**src/design/tcw_pkg.sv**
```systemverilog
// ----------------------------------------------------------------------------
// tcw_pkg: shared types and constants of the text console writer
// Screen geometry, cell encoding, operation codes, controller states and
// the structs that pass between the cursor unit and the top level.
// ----------------------------------------------------------------------------
`default_nettype none

package tcw_pkg;

  // Screen geometry
  localparam int COLUMNS = 80;
  localparam int ROWS    = 25;
  localparam int CELLS   = ROWS * COLUMNS;

  // Field widths fixed by the channel definitions
  localparam int ROW_W  = 5;
  localparam int COL_W  = 7;
  localparam int CHAR_W = 8;
  localparam int ADDR_W = $clog2(CELLS);
  localparam int CNT_W  = $clog2(COLUMNS + 1);

  typedef logic [ROW_W-1:0]  row_t;
  typedef logic [COL_W-1:0]  col_t;
  typedef logic [CHAR_W-1:0] byte_t;
  typedef logic [ADDR_W-1:0] addr_t;
  typedef logic [CNT_W-1:0]  cnt_t;
  typedef logic [2*CHAR_W-1:0] cell_t;

  // Character codes and attribute
  localparam byte_t NEWLINE    = 8'd10;
  localparam byte_t BLANK_CHAR = 8'h20;
  localparam byte_t TEXT_ATTR  = 8'h07;
  localparam byte_t ZERO_BYTE  = 8'h00;

  typedef enum logic {
    OP_PUT  = 1'b0,
    OP_READ = 1'b1
  } op_e;

  typedef enum logic {
    ST_IDLE,
    ST_READ
  } state_e;

  // Cursor unit results: store write, next cursor, read lookup
  typedef struct packed {
    logic  wr_en;
    addr_t wr_addr;
    cell_t wr_data;
    row_t  next_row;
    col_t  next_col;
    logic  scrolled;
    row_t  cur_row;
    col_t  cur_col;
    addr_t rd_addr;
    logic  rd_in_range;
    logic  rd_hit;
  } cur_res_t;

endpackage

`default_nettype wire

```
**src/design/tcw_cursor.sv**
```systemverilog
// ----------------------------------------------------------------------------
// tcw_cursor: cursor, rotating row base and per-row fill counts
// Maps logical rows onto store rows, computes the cursor step of a put and
// tells whether a stored cell has been written since its row was blanked.
// ----------------------------------------------------------------------------
`default_nettype none

module tcw_cursor (
  input  wire logic             clk_i,
  input  wire logic             rst_ni,
  input  wire logic             put_i,
  input  wire tcw_pkg::byte_t   char_i,
  input  wire tcw_pkg::row_t    read_row_i,
  input  wire tcw_pkg::col_t    read_col_i,
  output      tcw_pkg::cur_res_t res_o
);

  tcw_pkg::row_t line_q, line_d, base_q, base_d, cur_phys, rd_phys;
  tcw_pkg::col_t col_q, col_d;
  tcw_pkg::cnt_t fill_q [tcw_pkg::ROWS];
  logic [tcw_pkg::COL_W:0] col_inc;
  logic [tcw_pkg::ROW_W:0] line_inc, cur_sum, rd_sum;
  logic newline, wrap, advance, scroll, in_range;

  always_comb begin
    newline  = (char_i == tcw_pkg::NEWLINE);
    col_inc  = {1'b0, col_q} + 1'b1;
    wrap     = (col_inc >= (tcw_pkg::COL_W+1)'(tcw_pkg::COLUMNS));
    advance  = newline || wrap;
    line_inc = {1'b0, line_q} + 1'b1;
    scroll   = advance && (line_inc >= (tcw_pkg::ROW_W+1)'(tcw_pkg::ROWS));

    // logical row -> store row
    cur_sum  = {1'b0, line_q} + {1'b0, base_q};
    cur_phys = (cur_sum >= (tcw_pkg::ROW_W+1)'(tcw_pkg::ROWS))
             ? tcw_pkg::row_t'(cur_sum - (tcw_pkg::ROW_W+1)'(tcw_pkg::ROWS))
             : cur_sum[tcw_pkg::ROW_W-1:0];
    rd_sum   = {1'b0, read_row_i} + {1'b0, base_q};
    rd_phys  = (rd_sum >= (tcw_pkg::ROW_W+1)'(tcw_pkg::ROWS))
             ? tcw_pkg::row_t'(rd_sum - (tcw_pkg::ROW_W+1)'(tcw_pkg::ROWS))
             : rd_sum[tcw_pkg::ROW_W-1:0];

    if (scroll) begin
      line_d = tcw_pkg::row_t'(tcw_pkg::ROWS - 1);
      col_d  = '0;
    end else if (advance) begin
      line_d = line_inc[tcw_pkg::ROW_W-1:0];
      col_d  = '0;
    end else begin
      line_d = line_q;
      col_d  = col_inc[tcw_pkg::COL_W-1:0];
    end

    // rotate the base: the old top row becomes the blank bottom row
    if (scroll) begin
      base_d = (base_q == tcw_pkg::row_t'(tcw_pkg::ROWS - 1)) ? '0 : base_q + 1'b1;
    end else begin
      base_d = base_q;
    end

    in_range = (read_row_i < tcw_pkg::row_t'(tcw_pkg::ROWS))
            && (read_col_i < tcw_pkg::col_t'(tcw_pkg::COLUMNS));

    res_o.wr_en       = put_i && !newline;
    res_o.wr_addr     = tcw_pkg::addr_t'(cur_phys) * tcw_pkg::addr_t'(tcw_pkg::COLUMNS)
                      + tcw_pkg::addr_t'(col_q);
    res_o.wr_data     = {tcw_pkg::TEXT_ATTR, char_i};
    res_o.next_row    = line_d;
    res_o.next_col    = col_d;
    res_o.scrolled    = scroll;
    res_o.cur_row     = line_q;
    res_o.cur_col     = col_q;
    res_o.rd_addr     = tcw_pkg::addr_t'(rd_phys) * tcw_pkg::addr_t'(tcw_pkg::COLUMNS)
                      + tcw_pkg::addr_t'(read_col_i);
    res_o.rd_in_range = in_range;
    res_o.rd_hit      = in_range && (tcw_pkg::cnt_t'(read_col_i) < fill_q[rd_phys]);
  end

  always_ff @(posedge clk_i or negedge rst_ni) begin
    if (!rst_ni) begin
      line_q <= '0;
      col_q  <= '0;
      base_q <= '0;
      for (int r = 0; r < tcw_pkg::ROWS; r++) begin
        fill_q[r] <= '0;
      end
    end else if (put_i) begin
      line_q <= line_d;
      col_q  <= col_d;
      base_q <= base_d;
      // cells of a row are written left to right from column 0;
      // the row blanked by a scroll drops its count
      for (int r = 0; r < tcw_pkg::ROWS; r++) begin
        if (scroll && (tcw_pkg::row_t'(r) == base_q)) begin
          fill_q[r] <= '0;
        end else if (!newline && (tcw_pkg::row_t'(r) == cur_phys)) begin
          fill_q[r] <= tcw_pkg::cnt_t'(col_inc);
        end
      end
    end
  end

endmodule

`default_nettype wire

```
**config.mk**
```make
export PLATFORM = sky130hd
export DESIGN_NAME = tcw_cursor
export DESIGN_NICKNAME = d
export VERILOG_FILES = /design/src/design/tcw_pkg.sv /design/src/design/tcw_cursor.sv
export SDC_FILE = /design/constraint.sdc
export NUM_CORES = 1
export LEC_CHECK = 0
export BUFFER_PORTS_ARGS = -buffer_cell sky130_fd_sc_hd__buf_4
export CORE_UTILIZATION = 50
export CTS_BUF_LIST = sky130_fd_sc_hd__clkbuf_2 sky130_fd_sc_hd__clkbuf_4 sky130_fd_sc_hd__clkbuf_8
export CTS_CLUSTER_SIZE = 30
export DETAILED_ROUTE_END_ITERATION = 8
export PLACE_DENSITY = 0.75
export SETUP_SLACK_MARGIN = 0.2
export SLEW_MARGIN = 40
export SYNTH_ARGS = -nofsm -noshare
export SYNTH_HDL_FRONTEND = slang
export SYNTH_SLANG_ARGS = --single-unit
```
**constraint.sdc**
```tcl
create_clock -name clk_i -period 4.93 [get_ports clk_i]
set_clock_uncertainty 0.1 [all_clocks]
set_input_delay 0 -clock clk_i [delete_from_list [all_inputs] [get_ports clk_i]]
set_output_delay 0 -clock clk_i [all_outputs]
set_load 0.005 [all_outputs]
```
=== Word-level counts from Yosys, hierarchy flattened ===
Index checks and enable logic that the tools add are counted.

* Div/mod/pow operators: 0
* $lt $le $gt $ge: 8
* Reduce and logical (&&, ||, !) cells: 109
* Muxes and demuxes: 60
* Multipliers: 2
* Bitwise logic cells: 1
* Equal/unequal tests: 50
* $add $sub $neg: 9
* Shift-type cells: 0

{| class="wikitable"
|+ Operators by type and width
! kind !! count
|-
| $mux 7 || 54
|-
| $eq 5x5->1 const A || 18
|-
| $eq 4x5->1 const A || 16
|-
| $logic_and 1x1->1 || 54
|-
| $reduce_and 2->1 || 26
|-
| $reduce_bool 2->1 || 25
|-
| $eq 3x5->1 const A || 8
|-
| $bmux 7 s5 || 1
|-
| $mux 5 || 5
|-
| $add 11x7->11 || 2
|-
| $eq 2x5->1 const A || 4
|-
| $ge 6x5->1 const B || 3
|-
| $mul 5x3->7 const B || 2
|-
| $add 5x5->6 || 2
|-
| $eq 1x5->1 const A || 2
|-
| $logic_not 5->1 || 2
|-
| $sub 5x5->5 const B || 2
|-
| $add 7x1->8 const B || 1
|-
| $eq 8x4->1 const B || 1
|-
| $ge 8x7->1 const B || 1
|-
| $lt 7x7->1 || 1
|-
| $lt 7x7->1 const B || 1
|-
| $add 5x1->6 const B || 1
|-
| $ge 6x6->1 const B || 1
|-
| other kinds (6) || 6
|}

* Logic and storage cells: 267
* Bits in latches: 0
* Output and inout port bits: 66
* Bits in read-only memories: 0
* Bits in writable memories: 0
* Register bits: 192
* Bits of input ports: 23
* Memories: 0

=== Logic depth before layout (Yosys ltp) ===
* Depth in word-level cells: 9
* Mapped depth: 25
* Gate-level depth less buffers: 20

=== Worst setup path after synthesis ===
No wires, ideal clock.

* Kind: flip-flop to output port
* Start point: register base_q[0]
* End point: output port res_o[0] (netlist bit)
* Slack: -517 ps
* Arrival: 5347 ps
* Data required time: 4830 ps
* Path buffers: 5
* Cell stages (with the launch flop): 25
* Path through: dfrtp_1 > ha_1 > fa_1 > buf_2 > inv_1 > ha_1 > buf_1 > and2_1 > and2b_1 > o21ai_4 > xnor2_2 > clkinv_2 > buf_8 > buf_6 > buf_2 > a22oi_1 > o22ai_1 > a211o_1 > ha_1 > and4_1 > nand3_1 > inv_1 > o311ai_1 > or4_1 > o311a_1

{| class="wikitable"
|+ RTL lines
! what !! RTL line !! text
|-
| start: declaration || tcw_cursor.sv:18 || <nowiki>tcw_pkg::row_t line_q, line_d, base_q, base_d, cur_phys, rd_phys;</nowiki>
|-
| start signal: assignment || tcw_cursor.sv:90 || <nowiki>base_q <= base_d;</nowiki>
|-
| end: declaration || tcw_cursor.sv:15 || <nowiki>output tcw_pkg::cur_res_t res_o</nowiki>
|}

==> results.md <==
* Status: finished, violations left
* Failing checks: negative setup slack
* Yosys top cell by area: dfrtp_1
* Flop and latch count out of synthesis at 192
* Hold Path Class: in -> async
* Initial antenna violation count at 0
* Synthesis Warnings at 0
* Fin area at 13600 um2
* Largest net degree at the start of global routing at 120
* Clk buf depth at 2
* Fin. Hold Viols at 0
* Sequential Power Share at 34.7%
* Number of library cell types mapped by synthesis at 76
* Pwr Total at 7510 uW
* CTS tree: yes
* IO Pins at 89
* Pins Over Slew Limit at 0
* DR iter-0 viols at 979
* Total negative slack at -0.572 ns
* Die Span X at 153 um
* Final std cells w/o fill at 1530
* Hold Slack at 0.00212 ns
* Detailed Routing Iterations Pass 1 at 7
* Ant diodes at 0
* Cell Pwr Density at 552 nW/um2
* FILL cells at 1770
* Per-cell routed wire length at 23.2 um
* Remaining DRCs at 0
* Max cap viols at 0
* Crit share post-route at 110%
* Psw at 3090 uW
* Yosys top cell area share at 42.3%
* Area Growth Syn to Fin at 19.8%
* DIE AREA at 23300 um2
* Mean Syn Cell Area at 10.2 um2
* Initial core utilization at 51.5%
* Fmax at 0.184 GHz
* Die height at 153 um
* CP Capture Type: output pin
* CP Max Fanout at 8
* DR vias at 10048
* Combinational Power Share at 52.0%
* Clock-pin slew on the worst setup and hold paths at 0.10 ns
* Synth area leaders: dfrtp_1, o2bb2ai_1, ha_1
* Footprint of the multi-input gates at 6480 um2
* Post-synthesis cell count at 1109
* Setup WS post-layout at -0.512 ns
* Gr usage total at 30.8%
* Root buffer cell: clkbuf_8
* Hpwl dp at 24.9 mm
* Ys async rst share at 100%
* Clk pwr share at 13.3%
* Top FF cell, synth: dfrtp_1
* RSZ-0062 raised after global routing: true
* Final setup viols at 3
* Slew margin rel. at 42.5%
* Cells after DPL at 1476
* Antenna-violating nets left at 0
* GPL Wtd Cong at 0.981
* Worst EP arrival at 5.34 ns
* CTS sink count at 192
* Layout cell share with drive strength beyond 1 at 26.1%
* Cell Int Power at 4410 uW
* Leak at 0.00581 uW
* H-tree Lvls at 4
* Worst skew pair latency at 0.48 ns
* Post-synthesis sequential area ratio at 42.3%
* Tmin final at 5.44 ns
* Core area at 22000 um2
* Number of global-route vias before repair at 9772
* Area taken by flip-flops and latches at 4800 um2
* Mapped cell area at 11300 um2
* Cell Rows at 54
* Via/cell ratio at 6.57
* DP Area at 12600 um2
* Layout net count at 1312
* Global-route wire length before repair at 55.6 mm
* Port Buffers at 80
* Worst VDD drop at 0.560 mV
* CP Class: reg -> out
* Routed Wire Length at 35.5 mm
* CTS Buf Count at 17
* Crit start category: register
* Pin slew with the least headroom to its limit at 0.856 ns
* Grt ovf at 0
* WP data required at 4.83 ns
* Sw frac at 41.2%
* EDFF count, synth at 0
-- sequential cells by signal (all words and copies together) (netlist names) --
| name | cells |
|---|---|
| fill_q | 175 |
| col_q | 7 |
| base_q | 5 |
| line_q | 5 |
-- cell families after synthesis --
logic type / share of synthesized area [%]
other cells: 0.0662
simple gates: 13.1
flops: 42.3
compound gates: 24.5
buf+inv: 4.56
xor+xnor: 2.61
mux: 6.81
fa+ha+maj: 6.02
-- through the flow --
stage / setup WS [ns] / util [%]
floorplan: -0.128 / -
global placement: -0.0982 / 57.1
detailed placement: -0.219 / 57.2
CTS: -0.581 / 60.7
global route: -0.691 / 61.7
finish: -0.512 / 61.7
-- layout by cell type, fill, tap and decap left out, drive strengths merged, types with 9 or more instances in the layout --
cell | Yosys | layout
xor2 | 10 | 10
nand2 | 103 | 103
o2bb2ai | 168 | 168
and3 | 9 | 9
a21o | 11 | 11
inv | 20 | 27
mux4 | 18 | 18
mux2 | 11 | 11
and2 | 19 | 19
o21ai | 75 | 75
buf | 41 | 177
a21oi | 34 | 34
a31oi | 15 | 15
nand3 | 38 | 38
nand2b | 21 | 21
clkbuf | 36 | 20
mux2i | 24 | 24
xnor2 | 23 | 23
dfrtp | 192 | 192
nor2 | 40 | 40
ha | 45 | 45
a211oi | 10 | 10
o22ai | 12 | 12
a22oi | 10 | 10
nor3 | 38 | 38
-- cell usage after synthesis, drive strengths merged (11+ instances only) --
master / n
a21o: 11
a21oi: 34
a31oi: 15
and2: 19
buf: 41
clkbuf: 36
dfrtp: 192
ha: 45
inv: 20
mux2: 11
mux2i: 24
mux4: 18
nand2: 103
nand2b: 21
nand3: 38
nor2: 40
nor3: 38
o21ai: 75
o22ai: 12
o2bb2ai: 168
xnor2: 23
-- cell type report --
cell class / count / area share, %
clock buffers: 19 / 1.88
clock inverters: 12 / 0.883
inverters: 22 / 0.681
multi-input cells: 824 / 47.7
flip-flops and latches: 192 / 35.3
well taps: 280 / 2.58
repair buffers: 180 / 10.8
repair inverters: 1 / 0.120
-- path summary, 6_finish.rpt --
path	slack [ns]	cells past startpoint	startpoint	endpoint
max	-0.51	21	base_q[0]$_DFFE_PN0P_	res_o[0]
min	0.002	2	rst_ni	fill_q[112]$_DFFE_PN0P_
max reg2reg	0.49	16	base_q[0]$_DFFE_PN0P_	fill_q[173]$_DFFE_PN0P_
min reg2reg	0.40	1	fill_q[41]$_DFFE_PN0P_	fill_q[41]$_DFFE_PN0P_
max in group asynchronous	3.76	3	rst_ni	fill_q[25]$_DFFE_PN0P_
min in group clk_i	0.08	2	char_i[6]	res_o[44]
-- power by group through the flow --
| stage | clock (uW) | sequential (uW) | combinational [uW] |
|---|---|---|---|
| after detailed placement | 0 | 2590 | 3350 |
| final | 1000 | 2610 | 3900 |
| after floorplan | 0 | 2440 | 2190 |
| after global placement | 0 | 2600 | 3260 |
| after CTS | 1010 | 2580 | 3580 |
| after global routing | 1070 | 2670 | 4180 |
-- worst max-delay path, stage by stage (launching register included) --
cell,delay [ns]
dfrtp_1,0.39
ha_2,0.18
fa_2,0.34
and3_4,0.16
o21a_1,0.18
or4_4,0.53
o21ai_4,0.32
xnor2_4,0.15
buf_12,0.16
buf_4,0.13
buf_4,0.18
nand3_2,0.09
a31oi_1,0.09
a211o_1,0.30
ha_1,0.30
and4_4,0.25
nand3_4,0.07
inv_2,0.05
o311ai_1,0.07
or4_1,0.41
o311a_1,0.36
buf_4,0.16
-- what timing repair did --
action,4_1_cts,5_1_grt
setup buffers,12,7
pin swaps,22,23
resized for setup,60,32
gates cloned,2,0
hold buffers,2,0
hold endpoints to repair,121,0
endpoints found under the setup margin,7,8
-- layer usage --
metal,up-vias,track usage [%],share of wire (%)
met5,-,0,0
met4,0,11.4,3.3
met3,87,7.20,9.1
met2,509,47.5,46
met1,4994,42.3,42
li1,4458,-,-
Power figures use the tool's default switching activity.
